`src/hw/rtl/tmmb_pkg.sv`:
```
package tmmb_pkg;

	localparam int CordicSteps = 20;
	localparam int FullTurn    = 23040;
	localparam int QuarterTurn = 5760;

	// angle datapath: q30 with headroom
	typedef logic signed [33:0] ang_t;

	// quadrant after angle reduction
	typedef enum logic [1:0] {
		QUAD_0 = 2'd0,
		QUAD_1 = 2'd1,
		QUAD_2 = 2'd2,
		QUAD_3 = 2'd3
	} quad_t;

	// one cordic lane state (x, y, residual angle, quadrant)
	typedef struct packed {
		logic signed [33:0] x;
		logic signed [33:0] y;
		logic signed [33:0] z;
		quad_t              quad;
	} lane_t;

	typedef struct packed {
		lane_t pitch;
		lane_t yaw;
		lane_t roll;
	} trio_t;

	// side data that rides along the cordic chain
	typedef struct packed {
		logic signed [31:0] pos_x;
		logic signed [31:0] pos_y;
		logic signed [31:0] pos_z;
		logic signed [31:0] scale_x;
		logic signed [31:0] scale_y;
		logic signed [31:0] scale_z;
	} side_t;

	function automatic logic signed [33:0] atan_q30(input int i);
		logic signed [33:0] v;
		v = '0;
		unique case (i)
			0: v = 34'sd843314856;
			1: v = 34'sd497837829;
			2: v = 34'sd263043836;
			3: v = 34'sd133525158;
			4: v = 34'sd67021686;
			5: v = 34'sd33543515;
			6: v = 34'sd16775850;
			7: v = 34'sd8388437;
			8: v = 34'sd4194282;
			9: v = 34'sd2097149;
			10: v = 34'sd1048575;
			11: v = 34'sd524287;
			12: v = 34'sd262143;
			13: v = 34'sd131071;
			14: v = 34'sd65535;
			15: v = 34'sd32767;
			16: v = 34'sd16383;
			17: v = 34'sd8191;
			18: v = 34'sd4095;
			19: v = 34'sd2047;
			default: v = '0;
		endcase
		return v;
	endfunction

	// round half up from q60 to q30
	function automatic logic signed [33:0] rnd30(input logic signed [67:0] v);
		logic signed [67:0] t;
		t = v + 68'sd536870912;
		return t[63:30];
	endfunction

	function automatic logic signed [31:0] sat32(input logic signed [67:0] v);
		logic signed [67:0] t;
		logic signed [37:0] r;
		t = v + 68'sd536870912;
		r = t[67:30];
		if (r > 38'sd2147483647)
			return 32'sh7fffffff;
		else if (r < -38'sd2147483648)
			return 32'sh80000000;
		else
			return r[31:0];
	endfunction

endpackage

```
`src/hw/rtl/tmmb_cordic_cell.sv`:
```
module tmmb_cordic_cell #(
	parameter int Step = 0
) (
	input  logic             clk,
	input  logic             en,
	input  tmmb_pkg::trio_t  trio_in,
	input  tmmb_pkg::side_t  side_in,
	output tmmb_pkg::trio_t  trio_q,
	output tmmb_pkg::side_t  side_q
);

	function automatic tmmb_pkg::lane_t rot(input tmmb_pkg::lane_t l);
		tmmb_pkg::lane_t o;
		logic signed [33:0] dx;
		logic signed [33:0] dy;
		dx = l.y >>> Step;
		dy = l.x >>> Step;
		o = l;
		if (!l.z[33]) begin
			o.x = l.x - dx;
			o.y = l.y + dy;
			o.z = l.z - tmmb_pkg::atan_q30(Step);
		end else begin
			o.x = l.x + dx;
			o.y = l.y - dy;
			o.z = l.z + tmmb_pkg::atan_q30(Step);
		end
		return o;
	endfunction

	always_ff @(posedge clk) begin
		if (en) begin
			trio_q.pitch <= rot(trio_in.pitch);
			trio_q.yaw   <= rot(trio_in.yaw);
			trio_q.roll  <= rot(trio_in.roll);
			side_q       <= side_in;
		end
	end

endmodule

```
`config.mk`:
```
export PLATFORM = sky130hd
export DESIGN_NAME = tmmb_cordic_cell
export DESIGN_NICKNAME = d
export VERILOG_FILES = /design/src/hw/rtl/tmmb_pkg.sv /design/src/hw/rtl/tmmb_cordic_cell.sv
export SDC_FILE = /design/constraint.sdc
export NUM_CORES = 1
export LEC_CHECK = 0
export BUFFER_PORTS_ARGS = -buffer_cell sky130_fd_sc_hd__buf_4
export CAP_MARGIN = 20
export CORE_AREA = 2 2 394 396
export CTS_CLUSTER_DIAMETER = 100
export CTS_CLUSTER_SIZE = 12
export DETAILED_ROUTE_END_ITERATION = 16
export DIE_AREA = 0 0 396 398
export PLACE_DENSITY_LB_ADDON = 0.3
export SYNTH_ARGS = -nofsm -noshare
export SYNTH_HDL_FRONTEND = slang
export SYNTH_SLANG_ARGS = --single-unit
```
`constraint.sdc`:
```
create_clock -name clk -period 6.55 [get_ports clk]
set_input_delay 1.31 -clock clk [delete_from_list [all_inputs] [get_ports clk]]
set_output_delay 1.31 -clock clk [all_outputs]
set_load 0.02 [all_outputs]
```
==> out/qor.yml <==
root_buffer: "clkbuf_16"
cts_sinks: 501
synth_ff_type: "edfxtp_1"
synth_compound_area_share_pct: 20.6
synthCells: 3669
synthSimpleGateAreaFrac_pct: 10.7
rsz0062_at_grt: "false"
setup_violations: 0
ys_async_sr_fraction_pct: 0
cts-htree-levels: 2
layout_commonest_cell: "buf_4"
drt-pass1-iter-count: 6
grt_pass1_vias: 31100
start_util_pct: 23.5
cts.repair.resized: 0
worstHoldPathCells: 1
slew_headroom_pct: 30.1
die_x_um: 396
peakVddDrop_mv: 0.191
worstPathRequired_ps: 6940
dp_cells: 6604
place_hpwl_mm: 118
hold_class: "input port to flop"
cts_setup_buffers: 0
crit_start: "trio_in[35]"
synth_warnings: 0
portBuffers: 1009
route.detailed.drc: 0
drtIter0Drc: 2588
path_common_cell: "o21ai_1"
crit_type: "input port to flop"
synth_fp_nets: 4571
crit_chain: "buf_4 > buf_4 > ha_1 > a21o_1 > a211o_1 > a41oi_1 > o21ai_1 > a221oi_1 > o21ai_1 > a21o_1 > a21oi_1 > o21ai_1 > xor2_1"
switching_share_pct: 35.3
p_per_area_nw_per_um2: 234
postLayoutCoreUtil_pct: 30.9
finalCriticalPeriod_ps: 4580
setup-tns-final_ps: 0
slew_viol_final: 0
synth-xor-area-share_pct: 6.56
core_area_um2: 153000
status: "completed"
nets: 5516
worstSetupEndpoint: "trio_q[34]"
cts_tree: "yes"
routed_wl_mm: 146
p_leak_nw: 20.4
critical-path-max-stage-delay_ps: 770
overflow: 0
grt_pass1_wl_mm: 209
rows: 144
synth_cell_type_count: 95
slowest_stage: "buf_4"
power.share.combinational_pct: 35.0
grtUsageTotal_pct: 17.5
total_power_w: 0.0111
synth_top_family_by_area: "compound AO/OA/AOI/OAI gates"
clockPowerShare_pct: 26.5
layout-drive-gt1-share_pct: 24.6
ant_nets: 0
gp_congestion: 0.938
die_h_um: 398
hold_violations: 0
cts_buffers: 52
synthAdderAreaFrac_pct: 14.0
ios: 1010
clockBufferDepth: 3
synthMuxAreaShare_pct: 1.31
via_count: 32100
worst_pin_slew_ps: 1050
cts.clk_slew.worst_paths_ps: 70
period_share_pct: 69.9
drv_cap: 0
layout_common_cells: "buf_4, edfxtp_1, a21oi_1"
fmax_mhz: 218
ys_ff_latch: 501
cp-start-kind: "input port"
crit_fanout: 91
multi_input_area_um2: 19200
p_switching_w: 0.00390
fin_cells: 6682
pwr-share-seq_pct: 38.5
cp-end-kind: "flop"
wl_per_cell_um: 21.9
fillers: 16100
arrival_ps: 4970
ys_seq_area_share_pct: 41.8
grt_max_degree: 143
vias_per_cell: 4.80
internal-power_w: 0.00717
avgSynthCellArea_um2: 9.82
synth_edf_count: 501
cts_hold_buf: 0
antenna_found_initial: 28
syn2layout_area_growth_pct: 31.3
seq_area_um2: 15000
dieArea_um2: 158000
syn_area_um2: 36000
==> registers in the layout, indices dropped and copies added (netlist names) <==
register  flops
side_q      192
trio_q      309
==> routing by layer <==
metal  global-route usage, %  part of all wire [%]  vias up
li1                        -                     -    15200
met2                    29.8                    48     1237
met5                       0                  0.10        -
met3                    3.58                   6.6      175
met4                    4.75                   2.7       22
met1                    22.4                    42    15400
==> area by class of cell <==
class                           count  area share, %
Antenna cell                        7         0.0370
Clock buffer                       55           2.82
Clock inverter                     16          0.381
Inverter                          339           2.69
Multi-Input combinational cell   2696           40.5
Sequential cell                   501           31.8
Tap cell                         2044           5.41
Timing Repair Buffer             1024           16.3
==> synth_stat cells (11+ instances only) <==
library cell	number	share of area, %
a211o_1	12	0.29
a211oi_1	37	0.77
a21o_1	95	2.0
a21oi_1	416	5.8
a221oi_1	11	0.27
a31oi_1	27	0.47
and2_1	12	0.21
and3_1	16	0.28
buf_1	27	0.28
buf_2	16	0.22
clkbuf_1	83	0.86
edfxtp_1	501	42
fa_1	12	0.67
ha_1	384	13
inv_1	329	3.4
mux2i_1	47	1.3
nand2_1	152	1.6
nand2b_1	45	0.78
nand3_1	47	0.65
nand4_1	29	0.50
nor2_1	302	3.1
nor2b_1	37	0.64
nor3_1	69	0.96
nor4_1	27	0.47
o211ai_1	25	0.52
o21a_1	39	0.81
o21ai_0	230	3.2
o21ai_1	15	0.21
o21bai_1	83	1.7
o22ai_1	17	0.30
o31a_1	14	0.34
o31ai_1	27	0.56
or3_1	25	0.43
xnor2_1	208	5.1
xor2_1	62	1.5
==> logic make-up after synthesis <==
logic type,count (synthesis)
AND/OR/NAND/NOR,810
multiplexers,47
AO/OA/AOI/OAI,1173
buffers and inverters,472
XOR/XNOR,270
adder cells (fa/ha/maj),396
flip-flops,501
==> metrics by stage <==
stage          hold WS [ps]  instance area (um^2)  worst slack, ps
2_1_floorplan          1410                 36000             1590
3_3_place_gp           1490                 45800             1410
3_5_place_dp           1490                 45800             1380
4_1_cts                 761                 47300             2090
5_1_grt                 785                 47300             1750
6_report                839                 47300             1970
==> worst min-delay path by stage <==
stage                      start           to  slack, ps
global placement    side_in[151]  side_q[151]       1490
global route        side_in[142]  side_q[142]        780
detailed placement  side_in[155]  side_q[155]       1490
floorplan             side_in[0]    side_q[0]       1410
CTS                   side_in[0]    side_q[0]        760
finish               side_in[76]   side_q[76]        840
==> critical path, delay by kind of cell <==
kind | cells | cell delay, ps
compound gates | 9 | 2060
xor+xnor | 1 | 150
buf+inv | 2 | 920
fa+ha+maj | 1 | 450
==> power by group through the flow <==
| stage | clock [W] | combinational (W) | sequential (W) |
|---|---|---|---|
| finish | 0.00293 | 0.00387 | 0.00427 |
| global route | 0.00315 | 0.00415 | 0.00430 |
| CTS | 0.00307 | 0.00388 | 0.00428 |
| detailed placement | 0 | 0.00386 | 0.00434 |
| global placement | 0 | 0.00387 | 0.00434 |
| floorplan | 0 | 0.00163 | 0.00481 |
No activity file was read; power rests on OpenSTA's default activity.
