<file path="src/hw/rtl/tmmb_pkg.sv">
package tmmb_pkg;

	localparam int CordicSteps = 20;
	localparam int FullTurn    = 23040;
	localparam int QuarterTurn = 5760;

	// angle datapath: q30 with headroom
	typedef logic signed [33:0] ang_t;

	// quadrant after angle reduction
	typedef enum logic [1:0] {
		QUAD_0 = 2'd0,
		QUAD_1 = 2'd1,
		QUAD_2 = 2'd2,
		QUAD_3 = 2'd3
	} quad_t;

	// one cordic lane state (x, y, residual angle, quadrant)
	typedef struct packed {
		logic signed [33:0] x;
		logic signed [33:0] y;
		logic signed [33:0] z;
		quad_t              quad;
	} lane_t;

	typedef struct packed {
		lane_t pitch;
		lane_t yaw;
		lane_t roll;
	} trio_t;

	// side data that rides along the cordic chain
	typedef struct packed {
		logic signed [31:0] pos_x;
		logic signed [31:0] pos_y;
		logic signed [31:0] pos_z;
		logic signed [31:0] scale_x;
		logic signed [31:0] scale_y;
		logic signed [31:0] scale_z;
	} side_t;

	function automatic logic signed [33:0] atan_q30(input int i);
		logic signed [33:0] v;
		v = '0;
		unique case (i)
			0: v = 34'sd843314856;
			1: v = 34'sd497837829;
			2: v = 34'sd263043836;
			3: v = 34'sd133525158;
			4: v = 34'sd67021686;
			5: v = 34'sd33543515;
			6: v = 34'sd16775850;
			7: v = 34'sd8388437;
			8: v = 34'sd4194282;
			9: v = 34'sd2097149;
			10: v = 34'sd1048575;
			11: v = 34'sd524287;
			12: v = 34'sd262143;
			13: v = 34'sd131071;
			14: v = 34'sd65535;
			15: v = 34'sd32767;
			16: v = 34'sd16383;
			17: v = 34'sd8191;
			18: v = 34'sd4095;
			19: v = 34'sd2047;
			default: v = '0;
		endcase
		return v;
	endfunction

	// round half up from q60 to q30
	function automatic logic signed [33:0] rnd30(input logic signed [67:0] v);
		logic signed [67:0] t;
		t = v + 68'sd536870912;
		return t[63:30];
	endfunction

	function automatic logic signed [31:0] sat32(input logic signed [67:0] v);
		logic signed [67:0] t;
		logic signed [37:0] r;
		t = v + 68'sd536870912;
		r = t[67:30];
		if (r > 38'sd2147483647)
			return 32'sh7fffffff;
		else if (r < -38'sd2147483648)
			return 32'sh80000000;
		else
			return r[31:0];
	endfunction

endpackage

</file>
<file path="src/hw/rtl/tmmb_prep.sv">
module tmmb_prep (
	input  logic                clk,
	input  logic                en,
	input  logic signed [15:0]  pitch_angle,
	input  logic signed [15:0]  yaw_angle,
	input  logic signed [15:0]  roll_angle,
	output tmmb_pkg::trio_t     trio_s1
);

	function automatic tmmb_pkg::lane_t reduce(input logic signed [15:0] ang);
		logic signed [17:0] a;
		logic        [14:0] r;
		logic        [50:0] prod;
		tmmb_pkg::lane_t    l;
		// a 16-bit angle spans less than two turns either way, so two adds or one subtract wrap it
		a = 18'(ang);
		if (a < 0)
			a = a + 18'(tmmb_pkg::FullTurn);
		if (a < 0)
			a = a + 18'(tmmb_pkg::FullTurn);
		if (a >= 18'(tmmb_pkg::FullTurn))
			a = a - 18'(tmmb_pkg::FullTurn);
		if (a >= 18'(3 * tmmb_pkg::QuarterTurn)) begin
			l.quad = tmmb_pkg::QUAD_3;
			r = 15'(a - 18'(3 * tmmb_pkg::QuarterTurn));
		end else if (a >= 18'(2 * tmmb_pkg::QuarterTurn)) begin
			l.quad = tmmb_pkg::QUAD_2;
			r = 15'(a - 18'(2 * tmmb_pkg::QuarterTurn));
		end else if (a >= 18'(tmmb_pkg::QuarterTurn)) begin
			l.quad = tmmb_pkg::QUAD_1;
			r = 15'(a - 18'(tmmb_pkg::QuarterTurn));
		end else begin
			l.quad = tmmb_pkg::QUAD_0;
			r = a[14:0];
		end
		prod = 51'(r) * 51'd19190098067 + 51'd32768;
		l.x = 34'sd652032874;
		l.y = '0;
		l.z = $signed({1'b0, prod[48:16]});
		return l;
	endfunction

	always_ff @(posedge clk) begin
		if (en) begin
			trio_s1.pitch <= reduce(pitch_angle);
			trio_s1.yaw   <= reduce(yaw_angle);
			trio_s1.roll  <= reduce(roll_angle);
		end
	end

endmodule

</file>
<file path="config.mk">
export PLATFORM = sky130hd
export DESIGN_NAME = tmmb_prep
export DESIGN_NICKNAME = d
export VERILOG_FILES = /design/src/hw/rtl/tmmb_pkg.sv /design/src/hw/rtl/tmmb_prep.sv
export SDC_FILE = /design/constraint.sdc
export NUM_CORES = 2
export LEC_CHECK = 0
export BUFFER_PORTS_ARGS = -buffer_cell sky130_fd_sc_hd__clkbuf_2
export CAP_MARGIN = 20
export CORE_UTILIZATION = 60
export CTS_CLUSTER_DIAMETER = 100
export DETAILED_ROUTE_END_ITERATION = 12
export GPL_TIMING_DRIVEN = 0
export PLACE_DENSITY = 0.93
export SETUP_SLACK_MARGIN = 0.4
export SLEW_MARGIN = 20
export SYNTH_ARGS = -nofsm -noshare
export SYNTH_HDL_FRONTEND = slang
export SYNTH_SLANG_ARGS = --single-unit
</file>
<file path="constraint.sdc">
create_clock -name clk -period 24.5 [get_ports clk]
set_input_delay 4.9 -clock clk [delete_from_list [all_inputs] [get_ports clk]]
set_output_delay 4.9 -clock clk [all_outputs]
set_load 0.005 [all_outputs]
</file>
==> flow_results.xml <==
<?xml version="1.0" encoding="UTF-8"?>
<metrics>
  <group name="yosys">
    <metric name="share_of_synthesized_cell_area_in_and_or_nand_and_nor_gates" unit="%">6.74</metric>
    <metric name="area_fraction_in_compound_gates_after_synthesis" unit="%">9.51</metric>
    <metric name="main_combinational_cell_family_by_area_after_synthesis" unit="">adder cells</metric>
    <metric name="post_synth.cell_area_avg" unit="um2">9.70</metric>
    <metric name="post_synth_instance_area" unit="um2">31900</metric>
    <metric name="number_of_enable_type_register_cells_in_the_synthesized_netlist" unit="">105</metric>
    <metric name="ys_seq_area_share" unit="%">9.88</metric>
    <metric name="postSynth.topFlopCell" unit="">edfxtp_1</metric>
    <metric name="synth-seq-cells" unit="">105</metric>
    <metric name="muxShareOfSynthArea" unit="%">0.643</metric>
    <metric name="synth_adder_area_share" unit="%">53.7</metric>
    <metric name="synth_xor_area_share" unit="%">4.33</metric>
    <metric name="synth-warning-count" unit="">0</metric>
    <metric name="cells_after_synth" unit="">3289</metric>
    <metric name="synth.lib_cells_used.distinct" unit="">113</metric>
    <metric name="postSynth.asyncResetShare" unit="%">0</metric>
  </group>
  <group name="place">
    <metric name="dp_worst_setup_slack" unit="ns">7.29</metric>
    <metric name="place_congestion" unit="">0.997</metric>
    <metric name="port_buffers" unit="">149</metric>
    <metric name="post-dp-hpwl" unit="mm">65.3</metric>
  </group>
  <group name="drt">
    <metric name="drt.antenna.violating_nets" unit="">0</metric>
    <metric name="detailed_routing_iterations_pass_1" unit="">5</metric>
    <metric name="route.detailed.wl_per_inst" unit="um">17.5</metric>
    <metric name="drcViolationCount" unit="">0</metric>
    <metric name="vias" unit="">23875</metric>
    <metric name="drt_wl_total" unit="mm">76.1</metric>
    <metric name="first_iter_violations" unit="">1621</metric>
    <metric name="via_per_inst" unit="">5.49</metric>
  </group>
  <group name="floorplan">
    <metric name="rows" unit="">84</metric>
    <metric name="die_h" unit="um">233</metric>
    <metric name="starting_density_of_the_core" unit="%">60.7</metric>
    <metric name="coreArea" unit="um2">52600</metric>
    <metric name="ios" unit="">362</metric>
    <metric name="die_width" unit="um">233</metric>
    <metric name="fp.dieArea" unit="um2">54100</metric>
  </group>
  <group name="global_route">
    <metric name="grt_max_degree" unit="">72</metric>
    <metric name="grt_pass1_vias" unit="">24754</metric>
    <metric name="grt.total_usage" unit="%">28.7</metric>
    <metric name="grt_antenna_before_repair" unit="">0</metric>
    <metric name="grt.overflow.total" unit="">0</metric>
    <metric name="global_route_wire_length_before_repair" unit="mm">122</metric>
  </group>
  <group name="sta">
    <metric name="maxSlewHeadroom" unit="%">20.8</metric>
    <metric name="layout_worst_path_cycle_share" unit="%">69.5</metric>
    <metric name="worst-slew-pin-transition" unit="ns">1.18</metric>
    <metric name="unrepaired_setup_endpoints_after_global_routing" unit="">no</metric>
    <metric name="final.min_clock_period" unit="ns">17.03</metric>
    <metric name="hold_violations" unit="">0</metric>
    <metric name="achievable-frequency" unit="GHz">0.0587</metric>
    <metric name="final_max_slew_viol_count" unit="">0</metric>
    <metric name="setup_slack" unit="ns">7.47</metric>
    <metric name="final_setup_vio_count" unit="">0</metric>
    <metric name="final.setup.tns" unit="ns">0</metric>
  </group>
  <group name="clock_network">
    <metric name="tritoncts" unit="">yes</metric>
    <metric name="max_clock_buf_depth" unit="">2</metric>
    <metric name="cts_resized" unit="">0</metric>
    <metric name="ctsHtreeMaxLevel" unit="">3</metric>
    <metric name="clk_root_buffer_cell" unit="">clkbuf_16</metric>
    <metric name="post_cts_buffers" unit="">0</metric>
    <metric name="cts-buffers-inserted" unit="">9</metric>
    <metric name="cts.hold.buffers_added" unit="">0</metric>
    <metric name="clk_pin_slew" unit="ns">0.09</metric>
    <metric name="clock-sinks" unit="">105</metric>
  </group>
  <group name="run">
    <metric name="maxCapViolations" unit="">0</metric>
  </group>
  <group name="critical_path">
    <metric name="cpPeakStageDelay" unit="ns">0.85</metric>
    <metric name="cp-end-kind" unit="">flop</metric>
    <metric name="cp_common_cell" unit="">ha_1</metric>
    <metric name="critPathLaunchType" unit="">primary input</metric>
    <metric name="crit_arrival" unit="ns">17.18</metric>
    <metric name="critical_path_peak_fanout" unit="">10</metric>
    <metric name="critical_path.slowest_cell" unit="">xnor2_1</metric>
    <metric name="worst_ep_required_time" unit="ns">24.65</metric>
    <metric name="worstSetupPathType" unit="">in -&gt; reg</metric>
  </group>
  <group name="cells_and_area">
    <metric name="largest_register_ff_count" unit="">105</metric>
    <metric name="antenna_cells" unit="">0</metric>
    <metric name="registers_with_the_highest_flip_flop_counts" unit="">trio_s1 (105)</metric>
    <metric name="post_route_cells_drive_above_1_share" unit="%">13.4</metric>
    <metric name="top_register" unit="">trio_s1</metric>
    <metric name="layout.cells.most_common" unit="">inv_1</metric>
    <metric name="synthToLayoutAreaGrowth" unit="%">8.65</metric>
    <metric name="final_nets" unit="">4806</metric>
    <metric name="final_cell_mix" unit="">inv_1, ha_1, fa_1</metric>
  </group>
  <group name="outcome">
    <metric name="run_status" unit="">finished, final reports clean</metric>
  </group>
  <group name="min_path">
    <metric name="hold_path_class" unit="">in -&gt; reg</metric>
  </group>
</metrics>
[critical path: cells and delay by family]
| family | cells | cell delay, ns |
|---|---|---|
| xor gates and xnor gates | 3 | 1.18 |
| AOI/OAI and AO/OA | 16 | 5.02 |
| adders and majority gates | 9 | 3.45 |
| and+or+nand+nor | 9 | 1.71 |
| muxes | 1 | 0.39 |
| buffers and inverters | 4 | 0.50 |
[final cells by class]
cell class                      instances  area (um2)
Clock inverter                          7        95.1
Sequential cell                       105        3150
Multi-Input combinational cell       2315       24700
Clock buffer                            9         225
Tap cell                              688         861
Fill cell                            3784       17900
Timing Repair Buffer                  150         782
Buffer                                228        1660
Inverter                              846        3180
[cells by family after synthesis]
logic type      after synthesis
other cells                   2
mux                          16
fa+ha+maj                  1101
simple gates                426
flops                       105
compound gates              418
buf+inv                    1074
xor+xnor                    147
[cells in the mapped netlist, types with 28 or more instances]
library cell,n,area (um2)
a21o_1,41,308
edfxtp_1,105,3150
inv_1,838,3150
nor2_1,117,439
nor2b_1,28,175
nand2_1,83,312
a21oi_1,91,455
nand3_1,29,145
xnor2_1,93,815
o21ai_0,72,360
xor2_1,46,403
fa_1,448,8970
nor3_1,37,185
ha_1,653,8170
buf_4,208,1560
[worst paths after layout]
check | startpoint | endpoint | slack [ns] | cells after the start
worst min-delay path | en | trio_s1[11] | 4.94 | 1
worst max-delay path | pitch_angle[15] | trio_s1[242] | 7.47 | 42
[routing by layer]
metal	global-route usage (%)	routed length (um)
met5	0	0
met1	33.8	28300
met3	5.10	6100
met2	49.7	38000
met4	15.1	3780
[stage by stage]
stage	cells	util, %	hold WS, ns	instance area [um2]
6_report	4348	66.0	4.94	34700
5_1_grt	4348	66.0	4.95	34700
4_1_cts	4348	66.0	4.94	34700
3_5_place_dp	4332	65.4	5.30	34300
3_3_place_gp	4331	65.2	5.30	34300
2_1_floorplan	3494	-	5.01	32700
Power is not shown: default switching activity piles up to over one toggle a cycle in this logic, so the estimate is an artifact.
